`src/rtl/quadric_surface_normal_top_defines.svh`:
```
// Assertion macros shared by the quadric surface normal RTL.
// Expects clk and arst_n in the scope of each use.
`ifndef QUADRIC_SURFACE_NORMAL_TOP_DEFINES_SVH
`define QUADRIC_SURFACE_NORMAL_TOP_DEFINES_SVH

// same-cycle implication
`define QSN_ASSERT_IMP(name, ante, cons, msg) \
	name: assert property (@(posedge clk) disable iff (!arst_n) (ante) |-> (cons)) \
		else $error(msg);

// next-cycle implication
`define QSN_ASSERT_NXT(name, ante, cons, msg) \
	name: assert property (@(posedge clk) disable iff (!arst_n) (ante) |=> (cons)) \
		else $error(msg);

`endif

```
`src/rtl/qsn_pkg.sv`:
```
// Package for the quadric surface normal block: widths, opcodes, sideband struct
// and fixed-point helpers. No dependencies.
package qsn_pkg;

	localparam int COORD_BITS       = 21;
	localparam int NORMAL_FRAC_BITS = 14;
	localparam int FRAC_IN          = 10;
	localparam int VEC_BITS         = 63;
	localparam int OUTW             = 16;
	localparam int WW               = 34;
	localparam int UW               = 56;
	localparam int MW               = UW - 1;
	localparam int NMW              = 30;
	localparam int SUMW             = 2 * NMW + 2;
	localparam int ROOTW            = NMW + 1;
	localparam int QW               = NORMAL_FRAC_BITS + 1;
	localparam int NUMW             = NMW + NORMAL_FRAC_BITS + 1;

	typedef enum logic [1:0] {
		OP_SPHERE   = 2'd0,
		OP_CYLINDER = 2'd1,
		OP_CONE     = 2'd2,
		OP_PLANE    = 2'd3
	} op_t;

	typedef logic signed [COORD_BITS-1:0] coord_t;

	typedef struct packed {
		logic                  plane;
		logic                  pdeg;
		logic [2:0][OUTW-1:0]  pn;
		logic [2:0]            neg;
		logic                  zero;
	} side_t;

	function automatic coord_t unpack_c(input logic [VEC_BITS-1:0] w, input int idx);
		unpack_c = coord_t'(w[idx*COORD_BITS +: COORD_BITS]);
	endfunction

	function automatic logic signed [63:0] rnd_shr(input logic signed [63:0] x, input int s);
		logic [63:0] m;
		m = x[63] ? $unsigned(-x) : $unsigned(x);
		m = (m + (64'd1 << (s - 1))) >> s;
		rnd_shr = x[63] ? -$signed(m) : $signed(m);
	endfunction

	function automatic logic signed [63:0] sat_sym(input logic signed [63:0] x, input int b);
		logic signed [63:0] lim;
		lim = (64'sd1 <<< b) - 64'sd1;
		if (x > lim) begin
			sat_sym = lim;
		end else if (x < -lim) begin
			sat_sym = -lim;
		end else begin
			sat_sym = x;
		end
	endfunction

endpackage

```
`src/rtl/qsn_sqrt.sv`:
```
// Pipelined integer square root, four result bits per stage.
// Depends on qsn_pkg.
module qsn_sqrt
	import qsn_pkg::*;
(
	input  logic                  clk,
	input  logic                  arst_n,
	input  logic                  en,
	input  logic                  in_valid,
	input  logic [SUMW-1:0]       sum,
	input  logic [2:0][NMW-1:0]   nmag_in,
	input  side_t                 side_in,
	output logic                  out_valid,
	output logic [ROOTW-1:0]      root,
	output logic [2:0][NMW-1:0]   nmag,
	output side_t                 side
);
	localparam int STEPS = ROOTW;
	localparam int PER = 4;
	localparam int STG = (STEPS + PER - 1) / PER;
	localparam int RMW = ROOTW + 3;

	logic                 vld_s  [STG];
	logic [SUMW-1:0]      rad_s  [STG];
	logic [RMW-1:0]       rem_s  [STG];
	logic [ROOTW-1:0]     root_s [STG];
	logic [2:0][NMW-1:0]  nm_s   [STG];
	side_t                side_s [STG];

	for (genvar g = 0; g < STG; g++) begin : g_stage
		logic                vld_i;
		logic [SUMW-1:0]     rad_i, rad_n;
		logic [RMW-1:0]      rem_i, rem_n;
		logic [ROOTW-1:0]    root_i, root_n;
		logic [2:0][NMW-1:0] nm_i;
		side_t               side_i;

		if (g == 0) begin : g_head
			assign vld_i = in_valid;
			assign rad_i = sum;
			assign rem_i = '0;
			assign root_i = '0;
			assign nm_i = nmag_in;
			assign side_i = side_in;
		end else begin : g_body
			assign vld_i = vld_s[g-1];
			assign rad_i = rad_s[g-1];
			assign rem_i = rem_s[g-1];
			assign root_i = root_s[g-1];
			assign nm_i = nm_s[g-1];
			assign side_i = side_s[g-1];
		end

		always_comb begin
			rad_n = rad_i;
			rem_n = rem_i;
			root_n = root_i;
			for (int k = 0; k < PER; k++) begin
				if (g * PER + k < STEPS) begin
					rem_n = {rem_n[RMW-3:0], rad_n[SUMW-1 -: 2]};
					rad_n = rad_n << 2;
					if (rem_n >= RMW'({root_n, 2'b01})) begin
						rem_n = rem_n - RMW'({root_n, 2'b01});
						root_n = {root_n[ROOTW-2:0], 1'b1};
					end else begin
						root_n = {root_n[ROOTW-2:0], 1'b0};
					end
				end
			end
		end

		always_ff @(posedge clk or negedge arst_n) begin
			if (!arst_n) begin
				vld_s[g] <= 1'b0;
			end else if (en) begin
				vld_s[g] <= vld_i;
			end
		end

		always_ff @(posedge clk) begin
			if (en) begin
				rad_s[g] <= rad_n;
				rem_s[g] <= rem_n;
				root_s[g] <= root_n;
				nm_s[g] <= nm_i;
				side_s[g] <= side_i;
			end
		end
	end

	assign out_valid = vld_s[STG-1];
	assign root = root_s[STG-1];
	assign nmag = nm_s[STG-1];
	assign side = side_s[STG-1];

endmodule

```
`config.mk`:
```
export PLATFORM = sky130hd
export DESIGN_NAME = qsn_sqrt
export DESIGN_NICKNAME = d
export VERILOG_FILES = /design/src/rtl/quadric_surface_normal_top_defines.svh /design/src/rtl/qsn_pkg.sv /design/src/rtl/qsn_sqrt.sv
export SDC_FILE = /design/constraint.sdc
export NUM_CORES = 2
export LEC_CHECK = 0
export ABC_AREA = 1
export BUFFER_PORTS_ARGS = -buffer_cell sky130_fd_sc_hd__buf_2
export CORE_ASPECT_RATIO = 1.2
export CORE_MARGIN = 8
export CORE_UTILIZATION = 30
export DETAILED_ROUTE_END_ITERATION = 16
export PLACE_DENSITY_LB_ADDON = 0.05
export SYNTH_ARGS = -nofsm -noshare
export SYNTH_HDL_FRONTEND = slang
export SYNTH_SLANG_ARGS = --single-unit
```
`constraint.sdc`:
```
create_clock -name clk -period 25.1 [get_ports clk]
set_input_delay 2.51 -clock clk [delete_from_list [all_inputs] [get_ports clk]]
set_output_delay 2.51 -clock clk [all_outputs]
set_load 0.1 [all_outputs]
```
Word-level counts from Yosys, hierarchy flattened
Memory sizes are Yosys's and may differ from the RTL's.
Index checks and enable logic that the tools add are counted.
{"block": "classes", "n_addsub": 31, "n_lt_le_gt_ge": 31, "mux": 64}
{"op": "$ge A34 B33 Y1", "n": 27}
{"op": "$mux W32", "n": 23}
{"op": "$sub A32 B32 Y32", "n": 20}
{"op": "$mux W34", "n": 8}
{"op": "$sub A34 B33 Y34", "n": 7}
{"op": "$ge A34 B3 Y1", "n": 1}
{"op": "$ge A34 B4 Y1", "n": 1}
{"op": "$ge A34 B5 Y1", "n": 1}
{"op": "$sub A34 B5 Y34", "n": 1}
{"op": "$mux W1", "n": 33}
{"op": "$sub A32 B3 Y32", "n": 1}
{"op": "$sub A32 B4 Y32", "n": 1}
{"op": "$sub A2 B1 Y3 const B", "n": 1}
{"op": "$ge A2 B1 Y1 const B", "n": 1}
{"block": "word_totals", "register_bits": 8, "ramBits": 2120, "in_bits": 210, "output_inout_bits": 176, "wordCells": 139, "memories": 5}
{"name": "nm_s", "words": 8, "word_bits": 90, "rd": 8, "rd_clocked_by_memory_dff": 0, "write_ports": 8, "line": "qsn_sqrt.sv:27", "text": "logic [2:0][NMW-1:0] nm_s [STG];"}
{"name": "rad_s", "words": 8, "word_bits": 56, "rd": 7, "rd_clocked_by_memory_dff": 0, "write_ports": 8, "line": "qsn_sqrt.sv:24", "text": "logic [SUMW-1:0] rad_s [STG];"}
{"name": "side_s", "words": 8, "word_bits": 54, "rd": 8, "rd_clocked_by_memory_dff": 0, "write_ports": 8, "line": "qsn_sqrt.sv:28", "text": "side_t side_s [STG];"}
{"name": "rem_s", "words": 8, "word_bits": 34, "rd": 7, "rd_clocked_by_memory_dff": 0, "write_ports": 8, "line": "qsn_sqrt.sv:25", "text": "logic [RMW-1:0] rem_s [STG];"}
{"name": "root_s", "words": 8, "word_bits": 31, "rd": 8, "rd_clocked_by_memory_dff": 0, "write_ports": 8, "line": "qsn_sqrt.sv:26", "text": "logic [ROOTW-1:0] root_s [STG];"}

Logic depth before layout (Yosys ltp)
An unclocked memory read counts as a cell.
{"block": "depth", "depth_word": 9, "ltp_mapped": 72, "depth_no_buf": 61}

Worst setup path before layout
Ideal clock, no wire load.
{"block": "synth_timing", "path_type": "register to register", "start": "memory root_s[1][5] in the netlist's numbering", "end": "memory rem_s[5][19] in the netlist's numbering (data pin)", "setup_ns": 0.253, "arrival_time_ns": 8.606, "t_required_ns": 24.847, "slack_ns": 16.241, "path_stages_with_launch": 69, "path_buffers": 13, "synth_period_minus_slack_ns": 8.859, "cell_sequence": "edfxtp_1 -> inv_1 -> ha_1 -> nand2_1 -> nor2_1 -> inv_1 -> nor3_1 -> nand3b_1 -> nand3_1 -> nand2_1 -> nand2_1 -> buf_4 -> buf_6 -> clkbuf_1 -> inv_1 -> clkbuf_1 -> clkbuf_1 -> nand2_1 -> (+33 left out) -> nand2_1 -> o21ai_0 -> inv_1 -> ha_1 -> a21oi_1 -> inv_1 -> a21oi_1 -> inv_1 -> a21oi_1 -> inv_1 -> a21oi_1 -> nand2_1 -> nand2_1 -> nand2_2 -> buf_6 -> buf_6 -> nand2_1 -> nand2_1"}
{"element": "start: declaration", "line": "qsn_sqrt.sv:26"}
{"element": "end: declaration", "line": "qsn_sqrt.sv:25"}

==> run_results.csv <==
group,metric,value,unit
synthesis,synth.top_cell.area_share,49.8,%
critical_path,critPathKind,"flip-flop to flip-flop",
timing,clock_skew,47.1,ps
detailed_routing,drc,0,
placed_design,place_hpwl,296,mm
die,num_rows,237,
detailed_routing,vias,84200,
detailed_routing,wl,366,mm
layout,n_fill_cell,36300,
die,die_w,554,um
cts,numClockSinks,1737,
pwr,p_clk_share,17.7,%
layout,finalNetCount,13300,
critical_path,start_kind,"flip-flop",
timing,rsz0062_at_grt,"no",
layout,drive_above_1_share,8.27,%
timing,tns,0,ps
cts,tritoncts,"yes",
pwr,power_per_cell_area,141,nW/um2
die,die-area,366000,um2
timing,maxSlewViolCount,0,
timing,min_period,12660,ps
hold_path,holdPathStages,0,
critical_path,cp_slowest_stage_delay,680,ps
detailed_routing,route.detailed.wl_per_inst,21.2,um
pwr,p_int,8300,uW
timing,worstMarginPinSlew,1120,ps
cts,cts_hold_buf,0,
critical_path,worst-r2r-setup-slack,12440,ps
layout,ff_latch_area,52100,um2
hold_path,worstHoldStart,"nm_s[0][235]$_DFFE_PP_",
pwr,p_switching,8350,uW
timing,final-setup-viol-count,0,
synthesis,seq_area_frac_synth,50.0,%
grt,grt_pass1_vias,83200,
critical_path,worst_ep_required_time,25720,ps
hold_path,min_path_type,"flip-flop to flip-flop",
layout,multiInputGateArea,45400,um2
die,pin_count,386,
hold_path,worstHoldEndpoint,"nm_s[0][325]$_DFFE_PP_",
pwr,power_frac_comb,58.6,%
pwr,leakagePower,0.0496,uW
critical_path,end_kind,"flip-flop",
grt,grt_remaining_overflow,0,
critical_path,crit_path_max_fanout,45,
detailed_routing,drt_iter0_drc,5913,
synthesis,syn_avg_cell_area,8.61,um2
detailed_routing,first_pass_iters,6,
die,core,346000,um2
die,die_h,661,um
grt,grt_pass1_wl,536,mm
timing,hold_violations,0,
synthesis,synth_cell_type_count,69,
timing,max_slew_margin,25.5,%
detailed_routing,avgViaCountPerCell,4.87,
cts,ctsResizeCount,0,
layout,area_delta_synth_final,13.2,%
critical_path,timing.critical_path.mode_cell,"nand2_1",
pwr,switching_share,50.1,%
grt,grt_start_max_net_pins,186,
pwr,ir_worst_vdd,116,uV
critical_path,crit_path_top_delay_cell,"o21ai_0",
synthesis,syn_area,104000,um2
critical_path,reg2reg_from,"root_s[1][45]$_DFFE_PP_",
placed_design,io_buffers,385,
cts,clkTransAtPathRegs,60,ps
grt,antenna_found_initial,19,
flow_run,drv_cap,0,
timing,fmax,0.0790,GHz
critical_path,critPathArrivalTime,13280,ps
synthesis,synth-edff-count,1729,
pwr,pwr-share-seq,23.6,%
cts,clkLatencyLatePin,900,ps
synthesis,yosysWarnings,0,
cts,htree_levels,4,
placed_design,place_congestion,0.927,
cts,root_buffer,"clkbuf_16",
cts,clockBufferDepth,4,
die,start_util,30.1,%
status,outcome,"completed",
synthesis,synth_area_leader_cell,"edfxtp_1",
synthesis,ys.flop_type,"edfxtp_1",
synthesis,ys_ff_latch,1737,
cts,cts_setup_buffers,0,
synthesis,async_reset_ff_share,0.461,%
timing,holdWs,381,ps
detailed_routing,ant_nets,0,
cts,numCtsBuffers,202,
timing,fin_crit_sh,50.5,%
synthesis,syn_inst,12100,
critical_path,regToRegEndpoint,"rem_s[6][14]$_DFFE_PP_",
critical_path,r2r_cells,53,
grt,globalRouteTotalUtil,19.1,%
synthesis,synthTopCellsByArea,"edfxtp_1, nand2_1, ha_1",
critical path: cells and delay by family, from the launching register on:
kind	cells	cell delay (ps)
flops	1	460
simple gates	30	5400
buf+inv	9	2280
fa+ha+maj	4	1710
compound gates	10	2410
power groups by stage:
| stage | Combinational [uW] | Clock [uW] | Sequential (uW) |
|---|---|---|---|
| final | 9760 | 2950 | 3930 |
| after global routing | 10900 | 3180 | 3960 |
| after CTS | 9790 | 3090 | 3940 |
| after detailed placement | 9730 | 0 | 4000 |
| after global placement | 9810 | 0 | 4000 |
| after floorplan | 6550 | 0 | 3970 |
layout by cell type, fill, tap and decap left out, types with 13 or more instances in the layout:
cell / n
nand2_1: 3317
edfxtp_1: 1729
inv_1: 1473
nor2_1: 1249
nand3_1: 762
a21oi_1: 673
o21ai_0: 640
ha_1: 528
buf_2: 384
xnor2_1: 234
nand4_1: 217
xor2_1: 212
clkbuf_16: 203
nor3_1: 158
nand3b_1: 79
nor2_2: 69
inv_2: 65
nand2_2: 62
o21a_1: 58
nand3_2: 48
clkinv_1: 46
o21ai_1: 44
a31oi_1: 39
buf_4: 39
o21bai_1: 33
clkbuf_1: 33
nor4_1: 25
clkinv_2: 24
o211ai_1: 23
a21o_1: 22
nor2_4: 22
or2_2: 21
bufinv_16: 21
and3_1: 18
clkinvlp_4: 15
a21boi_0: 13
layout make-up:
class                      count  share of cell area [%]
tap                         4541                    4.82
sequential                  1737                    44.2
antenna                        5                  0.0106
inverter                    1543                    4.91
clock inverter               130                    1.22
clock buffer                 236                    4.41
multi-input combinational   8684                    38.5
timing repair buffer         427                    1.95
synthesized netlist by cell type, types with 23 or more instances:
cell type / number
a21oi_1: 673
a31oi_1: 39
buf_6: 28
clkbuf_1: 69
edfxtp_1: 1729
ha_1: 528
inv_1: 1473
inv_2: 65
nand2_1: 3317
nand2_2: 62
nand3_1: 762
nand3_2: 48
nand3b_1: 79
nand4_1: 217
nor2_1: 1252
nor2_2: 66
nor3_1: 158
nor4_1: 25
o211ai_1: 23
o21a_1: 58
o21ai_0: 640
o21ai_1: 44
o21bai_1: 33
xnor2_1: 234
xor2_1: 212
per-stage QoR:
step	util, %	cell area [um2]	setup slack (ps)	power (uW)	instances
final	34.1	118000	12440	16600	17300
after global routing	34.0	118000	11470	18000	17300
after CTS	34.0	118000	12470	16800	17300
after detailed placement	32.1	111000	12500	13700	16900
after global placement	32.1	111000	12520	13800	16900
after floorplan	-	104000	16240	10500	12100
registers in the layout, indices dropped and copies added, names as in the netlist:
register,count
rem_s,224
root_s,143
nm_s,720
rad_s,210
g_stage.vld_i,7
side_s,432
out_valid,1
worst max-delay path by stage:
stage / startpoint / to / slack (ps) / cells after the start
after global placement: root_s[1][34]$_DFFE_PP_ / rem_s[6][5]$_DFFE_PP_ / 12520 / 55
after global routing: root_s[1][45]$_DFFE_PP_ / rem_s[6][12]$_DFFE_PP_ / 11470 / 54
final: root_s[1][45]$_DFFE_PP_ / rem_s[6][14]$_DFFE_PP_ / 12440 / 53
after detailed placement: root_s[1][45]$_DFFE_PP_ / rem_s[6][25]$_DFFE_PP_ / 12500 / 52
after CTS: root_s[1][45]$_DFFE_PP_ / rem_s[6][28]$_DFFE_PP_ / 12470 / 52
after floorplan: root_s[1][5]$_DFFE_PP_ / rem_s[5][19]$_DFFE_PP_ / 16240 / 68
layer usage:
layer	routed length, um	up-vias	track usage, %
met5	18	-	0
met4	12100	2	5.76
met1	155000	40000	23.4
met2	185000	1943	35.4
li1	-	41700	-
met3	13600	517	2.00
kinds of logic (layout without fill, tap and decap cells):
logic type      Yosys count  count (layout)  share of synthesized area [%]
buf+inv                1686            2336                           6.39
other cells               1               9                        0.00360
simple gates           6091            6091                           25.1
flops                  1737            1737                           50.0
xor+xnor                446             446                           3.75
compound gates         1615            1615                           8.41
fa+ha+maj               528             528                           6.34
No activity file was read; power rests on OpenSTA's default activity.
